File: config.mk
export PLATFORM = sky130hd
export DESIGN_NAME = crth_div
export DESIGN_NICKNAME = d
export VERILOG_FILES = /design/src/rtl/crth_div.sv
export SDC_FILE = /design/constraint.sdc
export NUM_CORES = 1
export LEC_CHECK = 0
export BUFFER_PORTS_ARGS = -buffer_cell sky130_fd_sc_hd__buf_2
export CORE_MARGIN = 8
export CORE_UTILIZATION = 55
export DETAILED_ROUTE_END_ITERATION = 6
export PLACE_DENSITY = 0.78
export SYNTH_ARGS = -nofsm -noshare
export SYNTH_HDL_FRONTEND = slang
export SYNTH_SLANG_ARGS = --single-unit
File: constraint.sdc
create_clock -name clk -period 6.7 [get_ports clk]
set_input_delay 1.34 -clock clk [delete_from_list [all_inputs] [get_ports clk]]
set_output_delay 1.34 -clock clk [all_outputs]
set_load 0.005 [all_outputs]
File: src/rtl/crth_div.sv
`timescale 1ns / 1ps
// ----------------------------------------------------------------------------
// crth_div
// Radix-2 restoring divider: (num * 65536) / den, truncated toward zero and
// saturated to 32 bits. One quotient bit per cycle, 48 quotient bits a division.
// ----------------------------------------------------------------------------
module crth_div (
  input  logic               clk,
  input  logic               rst,
  input  logic               start,
  input  logic signed [31:0] num,
  input  logic signed [31:0] den,
  output logic               done,
  output logic signed [31:0] quo
);

  logic        busy;
  logic [5:0]  cnt;
  logic [47:0] nq;
  logic [32:0] rem;
  logic [31:0] dmag;
  logic        neg;
  logic [32:0] rem_sh;
  logic        qbit;

  assign rem_sh = {rem[31:0], nq[47]};
  assign qbit   = (rem_sh >= {1'b0, dmag});

  always_ff @(posedge clk) begin
    if (rst) begin
      busy <= 1'b0;
      done <= 1'b0;
      cnt  <= '0;
    end else begin
      done <= 1'b0;
      if (start) begin
        nq   <= {(num[31] ? 32'(-num) : 32'(num)), 16'b0};
        dmag <= den[31] ? 32'(-den) : 32'(den);
        neg  <= num[31] ^ den[31];
        rem  <= '0;
        cnt  <= '0;
        busy <= 1'b1;
      end else if (busy) begin
        rem <= qbit ? (rem_sh - {1'b0, dmag}) : rem_sh;
        nq  <= {nq[46:0], qbit};
        cnt <= cnt + 6'd1;
        if (cnt == 6'd47) begin
          busy <= 1'b0;
          done <= 1'b1;
        end
      end
    end
  end

  // Sign and saturation of the magnitude held in nq.
  always_comb begin
    if (neg) begin
      quo = (nq > 48'h8000_0000) ? 32'sh8000_0000 : 32'(-nq);
    end else begin
      quo = (nq > 48'h7FFF_FFFF) ? 32'sh7FFF_FFFF : 32'(nq);
    end
  end

endmodule

==> results.sh, run 1 <==
export IMPL_status="completed"
export IMPL_cap_violations=0
export IMPL_start_util_pct=56.3
export IMPL_die_area_mm2=0.0206
export IMPL_ys_ff_latch=121
export IMPL_cts_resized=0
export IMPL_drive_gt1_share_pct=14.1
export IMPL_p_leak_nw=3.89
export IMPL_ant_nets=0
export IMPL_final_cells=1307
export IMPL_finalNetCount=1182
export IMPL_grt_overflow_total=0
export IMPL_synth_fp_nets=1112
export IMPL_path_depth=11
export IMPL_dpl_cell_area_mm2=0.00957
export IMPL_path_delay_family="simple AND/OR/NAND/NOR gates"
export IMPL_hpwl_um=16000
export IMPL_root_buffer="clkbuf_16"
export IMPL_row_count=46
export IMPL_slew_violations=0
export IMPL_r2r_start="rem[6]"
export IMPL_max_stage_delay_ns=0.65
export IMPL_endpoint_kind="output pin"
export IMPL_hold_path_class="register to register"
export IMPL_p_switching_uw=751
export IMPL_clkSinkCount=121
export IMPL_r2r_slack_ns=3.04
export IMPL_fill_cells=1356
export IMPL_finalHoldViolCount=0
export IMPL_critPathLaunch="nq[0]"
export IMPL_setup_viol_count_final=0
export IMPL_drt_iter0_drc=712
export IMPL_routed_wl_um=22600
export IMPL_swShare_pct=30.2
export IMPL_post_drt_wl_per_cell_um=17.3
export IMPL_syn_area_mm2=0.00895
export IMPL_antenna_found_initial=0
export IMPL_crit_path_cell_trace="inv_1, ha_1, or3b_2, nor4b_1, nand4_1, nand4bb_1, a21o_1, or2_1, nor3b_1, a211o_1, buf_2"
export IMPL_place_inst=1275
export IMPL_route_detailed_drc=0
export IMPL_synth_cells=1008
export IMPL_cts_buffers=17
export IMPL_layout_common_cells="edfxtp_1, buf_2, o21ai_0, a21oi_1, nor2_1"
export IMPL_rsz0062_at_grt="false"
export IMPL_gp_congestion=0.954
export IMPL_path_class="register to output pin"
export IMPL_diodes=0
export IMPL_cpMaxStageDelayCell="or2_1"
export IMPL_drt_pre_antenna_iters=5
export IMPL_clockPowerShare_pct=37.0
export IMPL_cts_clk_slew_worst_paths_ns=0.05
export IMPL_internal_power_mw=1.74
export IMPL_cts_tree="yes"
export IMPL_synth_flop_cell="edfxtp_1"
export IMPL_cts_setup_buffers=0
export IMPL_critPathBufInv=2
export IMPL_cp_max_fo=30
export IMPL_syn_area_per_cell_um2=8.88
export IMPL_io_pins=100
export IMPL_post_route_period_util_pct=88.0
export IMPL_ys_types=67
export IMPL_fmax_mhz=170
export IMPL_synth_seq_area_share_pct=39.7
export IMPL_synth_async_reset_ratio_pct=0
export IMPL_die_h_um=144
export IMPL_r2r_end="rem[1]"
export IMPL_critPathRequiredTime_ns=5.36
export IMPL_grt_max_degree=72
export IMPL_tightestPinTransition_ns=1.05
export IMPL_synth_warnings=0
export IMPL_port_buffer_count=99
export IMPL_share_comb_of_total_power_pct=24.4
export IMPL_vdd_drop_max_mv=0.206
export IMPL_num_vias=8020
export IMPL_slew_headroom_pct=30.3
export IMPL_clock_path_buffers=2
export IMPL_rr_worst_depth=10
export IMPL_fin_skew_ns=0.0108
export IMPL_cp_start_kind="register"
export IMPL_layout_commonest_cell="edfxtp_1"
export IMPL_cp_arrival_ns=4.56
export IMPL_syn2layout_area_growth_pct=13.4
export IMPL_coreArea_mm2=0.0159
export IMPL_grt_pass1_vias=7641
export IMPL_power_frac_seq_pct=38.6
export IMPL_finalCriticalPeriod_ns=5.90
export IMPL_viasPerCell=6.14
export IMPL_grt_pass1_wl_um=36900
export IMPL_powerDensity_mw_per_mm2=245
export IMPL_crit_end="quo[15]"
export IMPL_fin_area_mm2=0.0102
export IMPL_cts_htree_levels=4
export IMPL_holdBufCountCts=0
export IMPL_die_width_um=144
export IMPL_utilization_pct=63.9
export IMPL_finalSetupTns_ns=0
export IMPL_grt_usage_pct=22.3
export IMPL_clk_latency_ns=0.43
export IMPL_synth_edf_count=113
## cells in the mapped netlist, types with 4 or more instances
cell type / n / area share (%)
nand2_1: 67 / 2.8
inv_1: 55 / 2.3
a31oi_1: 5 / 0.35
edfxtp_1: 113 / 38
o31ai_1: 16 / 1.3
or3_1: 17 / 1.2
a21o_1: 18 / 1.5
and3_1: 11 / 0.77
nor3_1: 29 / 1.6
nand4_1: 7 / 0.49
nor3b_1: 13 / 1.1
o311ai_1: 10 / 0.98
dfxtp_1: 8 / 1.8
nand2b_1: 7 / 0.49
nor2b_1: 21 / 1.5
o21a_1: 9 / 0.75
o211ai_1: 4 / 0.34
xnor2_1: 49 / 4.8
clkbuf_1: 48 / 2.0
a21oi_1: 93 / 5.2
o21ai_0: 94 / 5.3
ha_1: 36 / 5.0
nand3_1: 44 / 2.5
or4_1: 11 / 0.92
nor4_1: 15 / 1.0
xor2_1: 38 / 3.7
a211oi_1: 9 / 0.75
a211o_1: 14 / 1.4
or2_2: 5 / 0.35
o311ai_0: 4 / 0.39
nor2_1: 74 / 3.1
o41ai_1: 9 / 0.88
## worst register-to-register path: stages, from the launching register on
cell      delay, ns
edfxtp_1       0.39
ha_1           0.38
and3_1         0.24
nor3_1         0.27
o221ai_1       0.19
a31o_2         0.28
a21o_1         0.20
o211ai_1       0.64
buf_4          0.41
nand2_1        0.21
a211oi_1       0.28
## cell type report
type                    instances  area, um2  area share, %
clock buffers                  18        429           4.23
clock inverters                14        154           1.52
flip-flops and latches        121       3550           35.0
inverters                      55        206           2.03
well taps                     216        270           2.66
multi-input cells             779       5000           49.3
repair buffers                104        536           5.28
## kinds of logic (layout without fill, tap and decap cells)
kind of cell	count (synthesis)	count (layout)	share of synthesized area, %
xor+xnor	87	87	8.52
compound gates	311	311	21.7
fa+ha+maj	37	37	5.26
buf+inv	108	191	4.56
mux	3	3	0.350
flops	121	121	39.7
simple gates	341	341	19.9
## power by group through the flow
stage	Sequential [mW]	Combinational (mW)	Clock, mW
after global placement	0.972	0.584	0
after CTS	0.959	0.600	0.929
after global routing	0.968	0.673	0.961
after floorplan	0.953	0.446	0
final	0.962	0.606	0.921
after detailed placement	0.973	0.594	0
## worst min-delay path by stage
stage	start	to	depth (start not counted)
finish	cnt[5]	cnt[5]	2
floorplan	cnt[5]	cnt[5]	2
global placement	cnt[5]	cnt[5]	2
global route	cnt[5]	cnt[5]	2
CTS	cnt[5]	cnt[5]	2
detailed placement	cnt[5]	cnt[5]	2
## per-stage QoR
stage	hold WS, ns	power [mW]	setup WS (ns)
after CTS	0.515	2.49	0.834
after floorplan	0.458	1.40	0.870
final	0.512	2.49	0.804
after detailed placement	0.486	1.57	1.33
after global routing	0.568	2.60	0.345
after global placement	0.475	1.56	1.45
## per-layer routing
metal  global-route usage (%)  routed length (um)
met5                        0                   0
met4                     8.85                 334
met3                     3.65                1420
met2                     35.8               10700
met1                     29.6               10200
## state kept, by name, summed over array words and instances (netlist names)
register,cells
busy,1
dmag,32
nq,48
rem,32
cnt,6
done,1
neg,1
(Power assumes the default switching activity.)
==> run 2, diff against run 1 <==
--- a/config.mk
+++ b/config.mk
@@ -7,9 +7,9 @@
 export LEC_CHECK = 0
 export BUFFER_PORTS_ARGS = -buffer_cell sky130_fd_sc_hd__buf_2
 export CORE_MARGIN = 8
-export CORE_UTILIZATION = 55
+export CORE_UTILIZATION = 34
 export DETAILED_ROUTE_END_ITERATION = 6
-export PLACE_DENSITY = 0.78
+export PLACE_DENSITY = 0.53
 export SYNTH_ARGS = -nofsm -noshare
 export SYNTH_HDL_FRONTEND = slang
 export SYNTH_SLANG_ARGS = --single-unit
==> run 2 against run 1 <==
  * Combinational power hardly changed
  * Sequential power hardly changed
  * Flip-flop and latch count stayed put
  * Critical path type unchanged
  * Largest cell class unchanged
  * Largest power group unchanged
==> results.sh, run 2 (synthesis results as in run 1) <==
export IMPL_layout_commonest_cell="edfxtp_1"
export IMPL_diodes=0
export IMPL_met1_usage_pct=21.1
export IMPL_die_area_mm2=0.0318
export IMPL_vdd_drop_max_mv=0.124
export IMPL_io_pins=100
export IMPL_utilization_pct=39.8
export IMPL_viasPerCell=5.46
export IMPL_largest_reg_flops=48
export IMPL_dpl_cell_area_mm2=0.00972
export IMPL_power_frac_seq_pct=38.1
export IMPL_fmax_mhz=167
export IMPL_routed_wl_um=24300
export IMPL_cts_resized=0
export IMPL_slew_headroom_pct=28.9
export IMPL_grt_pass1_wl_um=40100
export IMPL_drive_gt1_share_pct=14.4
export IMPL_largest_registers="nq: 48 flops, dmag: 32 flops, rem: 32 flops"
export IMPL_gp_congestion=0.854
export IMPL_grt_max_degree=76
export IMPL_cp_max_fo=30
export IMPL_share_comb_of_total_power_pct=24.1
export IMPL_tightestPinTransition_ns=1.07
export IMPL_swShare_pct=30.7
export IMPL_hold_path_class="register to register"
export IMPL_hpwl_um=17600
export IMPL_cts_buffers=17
export IMPL_antenna_found_initial=0
export IMPL_coreArea_mm2=0.0260
export IMPL_powerDensity_mw_per_mm2=244
export IMPL_post_drt_wl_per_cell_um=17.0
export IMPL_clkSinkCount=121
export IMPL_start_util_pct=34.4
export IMPL_status="completed"
export IMPL_cts_clk_slew_worst_paths_ns=0.06
export IMPL_drt_pre_antenna_iters=5
export IMPL_syn2layout_area_growth_pct=15.6
export IMPL_cap_violations=0
export IMPL_finalCriticalPeriod_ns=5.98
export IMPL_clock_path_buffers=2
export IMPL_layout_common_cells="edfxtp_1, buf_2, o21ai_0, a21oi_1, nor2_1"
export IMPL_cp_start_kind="register"
export IMPL_setup_viol_count_final=0
export IMPL_clockPowerShare_pct=37.8
export IMPL_holdBufCountCts=0
export IMPL_post_route_period_util_pct=89.3
export IMPL_grt_overflow_total=0
export IMPL_cp_arrival_ns=4.64
export IMPL_p_switching_uw=773
export IMPL_cts_htree_levels=4
export IMPL_use_met3_pct=2.33
export IMPL_grt_usage_pct=15.6
export IMPL_route_detailed_drc=0
export IMPL_largest_register="nq"
export IMPL_p_leak_nw=3.92
export IMPL_num_vias=7780
export IMPL_die_width_um=178
export IMPL_ant_nets=0
export IMPL_grt_pass1_vias=7624
export IMPL_critPathRequiredTime_ns=5.36
export IMPL_fin_area_mm2=0.0103
export IMPL_drt_iter0_drc=537
export IMPL_gr_usage_met2_pct=25.5
export IMPL_finalHoldViolCount=0
export IMPL_top_usage_layer="met2"
export IMPL_endpoint_kind="output pin"
export IMPL_slew_violations=0
export IMPL_cts_tree="yes"
export IMPL_cts_setup_buffers=0
export IMPL_path_class="register to output pin"
export IMPL_row_count=59
export IMPL_fin_skew_ns=0.0121
export IMPL_finalSetupTns_ns=0
export IMPL_root_buffer="clkbuf_16"
export IMPL_clk_latency_ns=0.42
export IMPL_rsz0062_at_grt="false"
export IMPL_finalNetCount=1182
export IMPL_internal_power_mw=1.75
export IMPL_port_buffer_count=99
export IMPL_die_h_um=178
-- run 2: cell types whose count changed in the layout (fill, tap and decap cells not counted), sizes merged --
cell	delta
clkinvlp	-1
bufinv	-3
clkinv	-3
clkbuf	+6
inv	+1
-- run 2: final cells by class --
class,count,area [um2]
fillers,2686,15600
multi-input cells,779,5000
flip-flops and latches,121,3550
clock buffers,24,557
repair buffers,104,536
well taps,335,419
inverters,55,206
clock inverters,8,68.8
-- run 2: routing by layer --
metal,wire [um],up-vias,part of all wire [%]
met2,11200,185,46
met3,912,21,3.8
met5,0,-,0
met4,295,0,1.2
met1,11800,3661,49
li1,-,3913,-
-- run 2: stage by stage --
stage	setup slack (ns)	hold WS (ns)	total power, mW	cells
floorplan	0.870	0.458	1.40	1008
global placement	1.29	0.477	1.58	1394
detailed placement	1.20	0.486	1.58	1394
CTS	0.702	0.496	2.55	1426
global route	0.318	0.561	2.67	1426
finish	0.719	0.496	2.52	1426
-- run 2: final timing paths --
path                            depth (start not counted)  startpoint  endpoint  slack, ns
worst max-delay path                                   10       nq[0]    quo[8]       0.72
worst min-delay path                                    2      cnt[5]    cnt[5]       0.50
worst max register to register                         11     dmag[1]   rem[25]       2.88
worst min register to register                          2      cnt[5]    cnt[5]       0.50
-- run 2: power groups by stage --
stage	clock network, mW	registers (mW)	logic [mW]
global route	1.01	0.968	0.685
detailed placement	0	0.975	0.606
finish	0.953	0.960	0.607
floorplan	0	0.953	0.446
CTS	0.979	0.960	0.610
global placement	0	0.975	0.605
-- run 2: worst max-delay path, stage by stage, from the launching register on --
cell,delay [ns]
edfxtp_1,0.40
inv_1,0.12
ha_1,0.19
or3b_2,0.50
nor4b_1,0.59
nand4_1,0.27
nand4bb_1,0.25
a21o_1,0.50
or2_1,0.70
o311ai_0,0.50
buf_2,0.20
